File: src/rtl/pfgb_ram.sv
`timescale 1ns / 1ps
`default_nettype none
module pfgb_ram #(
  parameter int WIDTH = 8,
  parameter int DEPTH = 256
) (
  input  wire logic                     clk,
  input  wire logic                     we,
  input  wire logic [$clog2(DEPTH)-1:0] waddr,
  input  wire logic [WIDTH-1:0]         wdata,
  input  wire logic [$clog2(DEPTH)-1:0] raddr,
  output logic      [WIDTH-1:0]         rdata
);

  logic [WIDTH-1:0] mem [DEPTH];

  // write one entry, read one registered
  always_ff @(posedge clk) begin
    if (we) begin
      mem[waddr] <= wdata;
    end
    rdata <= mem[raddr];
  end

endmodule
`default_nettype wire

File: config.mk
export PLATFORM = sky130hd
export DESIGN_NAME = pfgb_ram
export DESIGN_NICKNAME = d
export VERILOG_FILES = /design/src/rtl/pfgb_ram.sv
export SDC_FILE = /design/constraint.sdc
export NUM_CORES = 2
export LEC_CHECK = 0
export BUFFER_PORTS_ARGS = -buffer_cell sky130_fd_sc_hd__buf_2
export CAP_MARGIN = 15
export CORE_ASPECT_RATIO = 1.75
export CORE_MARGIN = 5
export CORE_UTILIZATION = 42
export DETAILED_ROUTE_END_ITERATION = 6
export GPL_ROUTABILITY_DRIVEN = 1
export PLACE_DENSITY = 0.63
export SYNTH_ARGS = -nofsm -noshare
export SYNTH_HDL_FRONTEND = slang
export SYNTH_SLANG_ARGS = --single-unit
File: constraint.sdc
create_clock -name clk -period 7.3 [get_ports clk]
set_clock_uncertainty 0.05 [all_clocks]
set_input_delay 1.46 -clock clk [delete_from_list [all_inputs] [get_ports clk]]
set_output_delay 1.46 -clock clk [all_outputs]
set_load 0.01 [all_outputs]
==> results.toml <==
[grt]
met3_usage_pct = 2.387
gr-usage-all-layers_pct = 20.11
grt_pass1_vias = 39549
grt_use_met2_pct = 37.07
use_met1_pct = 23.51
busiest_layer = "met2"
antenna_found_initial = 8
overflow = 0
grt_max_degree = 193
grt_first_pass_wirelength_microns = 289800

[critical_path]
worst-endpoint-required_ns = 7.89
rrSetupSlack_ns = 4.23
reg2reg_from = "mem[211][5]$_DFFE_PP_"
reg2regPathDepth = 7
arrival_ns = 5.19
endpoint_kind = "flip-flop"
startpoint_type = "primary input"
crit_path_max_fanout = 55
criticalPathCategory = "in -> reg"
r2r-end = "rdata[5]$_DFF_P_"

[timing]
fin_tns_setup_ns = 0
layout_min_cycle_time_ns = 4.603
rsz0062_at_grt = "no"
slew_violations = 0
fmax_mhz = 217.2
worst_slew_pin_slew_ns = 1.434
slew_headroom_pct = 4.397
setup_viol = 0
min_period_over_period_pct = 63.06
hold_viol_final = 0

[clocking]
hold_buffers = 0
clock_latency_ns = 0.82
htreeDepth = 4
cts_tree = "yes"
clock_path_buffers = 4
cts_resized = 0
cts_root_buf = "clkbuf_16"
post_cts_buffers = 0
clk_pin_slew_ns = 0.08
clock_sinks = 2056
numCtsBuffers = 173

[drt]
drtIter0Drc = 3694
route.detailed.drc = 1
routed-via-count = 38045
wl_microns = 202700
viasPerCell = 5.947
wl_per_cell_microns = 31.68
antenna_left = 0
firstDrtPassIters = 7

[pwr]
vdd_drop_max_v = 0.0002200
power_frac_clock_pct = 39.2
pwr-share-seq_pct = 55.8
p_leak_uw = 0.02670
combPwrFrac_pct = 5.0
power.share.switching_pct = 21.10
p_sw_uw = 4930
p_int_uw = 18440
powerDensity_nw_per_um2 = 265.5

[placed_design]
port-buffer-count = 33
dpl.hpwl_microns = 128700
post_dp_cell_area_sq_um = 82540
place.gp.congestion = 0.8349

[final_layout]
nFillCells = 15336
layout-drive-gt1-share_pct = 21.97
synthToLayoutAreaGrowth_pct = 10.64
stdcell_area_sq_um = 88020
nNetsFinal = 3839

[synthesis]
ys_types = 55
synth_seq_area_share_pct = 77.50
yosys-top-cells-area = "edfxtp_1 (77%), mux4_2 (13%), mux2i_1 (1.7%), nor2_1 (1.3%), a22oi_1 (1.3%)"
synth_edf_count = 2048
synth_cells = 3733
synth_top_cell_by_area = "edfxtp_1"
ys.flop_type = "edfxtp_1"
synth_top_area_share_pct = 77.30
async_reset_ff_share_pct = 0
syn-num-nets = 3759
yosys_warnings = 0
syn_area_sq_um = 79560
synth_area_per_cell_sq_um = 21.31
synth-seq-cells = 2056

[die]
die_h_microns = 585.7
die_w_microns = 339
rows = 211
core_sq_um = 188800
ioPinCount = 34
die_area_sq_um = 198600
initial_core_util_pct = 42.15

[status]
failed_checks = "design-rule violations"
status = "finished, violations left"

[worst_hold_path]
hold_depth = 6
hp-class = "reg -> reg"
min_from = "mem[33][5]$_DFFE_PP_"
hold_end = "rdata[5]$_DFF_P_"

[job]
maxCapViolCount = 0
==> sequential cells by signal, indices dropped and copies added (netlist names) <==
signal,flops
rdata,8
mem,2048
==> per-layer routing <==
layer	vias up	wire length [microns]	part of all wire [%]
li1	15800	-	-
met1	20433	71340	35
met2	1429	109500	54
met3	383	10750	5.3
met4	0	11020	5.4
met5	-	0	0
==> placed cells by master, fill, tap and decap left out, types with 26 or more instances in the layout <==
master and n:
edfxtp_1 2048, mux4_2 454, nor2_1 279, clkbuf_16 177, mux2i_1 134, a22oi_1 133, a21oi_1 96, buf_4 87
o221ai_1 46, clkinv_2 35, nand3_1 34, nand2_1 32, clkinv_1 29, o22ai_1 28, nor2b_1 28, clkbuf_1 26
==> worst max-delay path, stage by stage <==
cell and delay [ns]:
buf_8 0.56, buf_12 0.38, buf_12 0.25, buf_4 0.43, mux4_2 0.58, o22ai_1 0.17, nor3_1 0.09, nor4_1 1.08
nor4_1 0.10
==> cell usage after synthesis, drive strengths merged, types with 10 or more instances <==
cell type	count
clkbuf	111
buf	122
mux4	456
o22ai	28
a21oi	96
nand3	34
nor3	22
o211ai	10
nor2b	31
o221ai	47
mux2i	134
nand2	33
a221oi	14
nand4	10
nor2	282
edfxtp	2048
nor4	27
o21ai	12
a211oi	16
a22oi	133
==> worst max path at each step <==
stage / from / to / slack [ns] / cells after the start
6_report: raddr[0] / rdata[7]$_DFF_P_ / 2.70 / 9
5_1_grt: raddr[0] / rdata[7]$_DFF_P_ / 2.54 / 9
4_1_cts: raddr[0] / rdata[1]$_DFF_P_ / 2.70 / 9
3_3_place_gp: raddr[0] / rdata[3]$_DFF_P_ / 1.52 / 10
3_5_place_dp: raddr[0] / rdata[1]$_DFF_P_ / 1.84 / 9
2_1_floorplan: raddr[0] / rdata[2]$_DFF_P_ / 3.85 / 9
==> through the flow <==
step	util, %	worst slack [ns]	total power [uW]	hold slack, ns	cells
2_1_floorplan	-	3.852	13910	0.7199	3733
3_3_place_gp	43.70	1.517	14460	0.9565	6083
3_5_place_dp	43.72	1.845	14480	0.9402	6087
4_1_cts	46.62	2.696	23500	0.9797	6390
5_1_grt	46.62	2.537	23990	1.015	6391
6_report	46.63	2.697	23370	1.018	6397
==> cell families (layout without fill, tap and decap cells) <==
family                 count (synthesis)  after routing  synth area share (%)
other                                  0              7                     0
AND/OR/NAND/NOR                      466            466                 2.628
AO/OA/AOI/OAI                        385            385                 3.419
flip-flops                          2056           2056                 77.50
buffers and inverters                235            443                 1.831
multiplexers                         591            591                 14.62
==> final cells by class <==
class	instances	area, sq um	share of cell area [%]
Sequential cell	2056	61660	70.05
Multi-Input combinational cell	1442	16510	18.76
Clock buffer	209	4609	5.237
Tap cell	2449	3064	3.481
Timing Repair Buffer	138	1290	1.466
Clock inverter	94	857.1	0.9737
Antenna cell	7	17.52	0.01990
Inverter	2	7.507	0.008529
==> power by group through the flow <==
stage	combinational, uW	sequential, uW	clock [uW]
after global placement	1170	13300	0
after global routing	1230	13000	9740
after detailed placement	1190	13300	0
final	1180	13000	9160
after floorplan	632	13300	0
after CTS	1190	13000	9280
No activity file was read; power rests on OpenSTA's default activity.
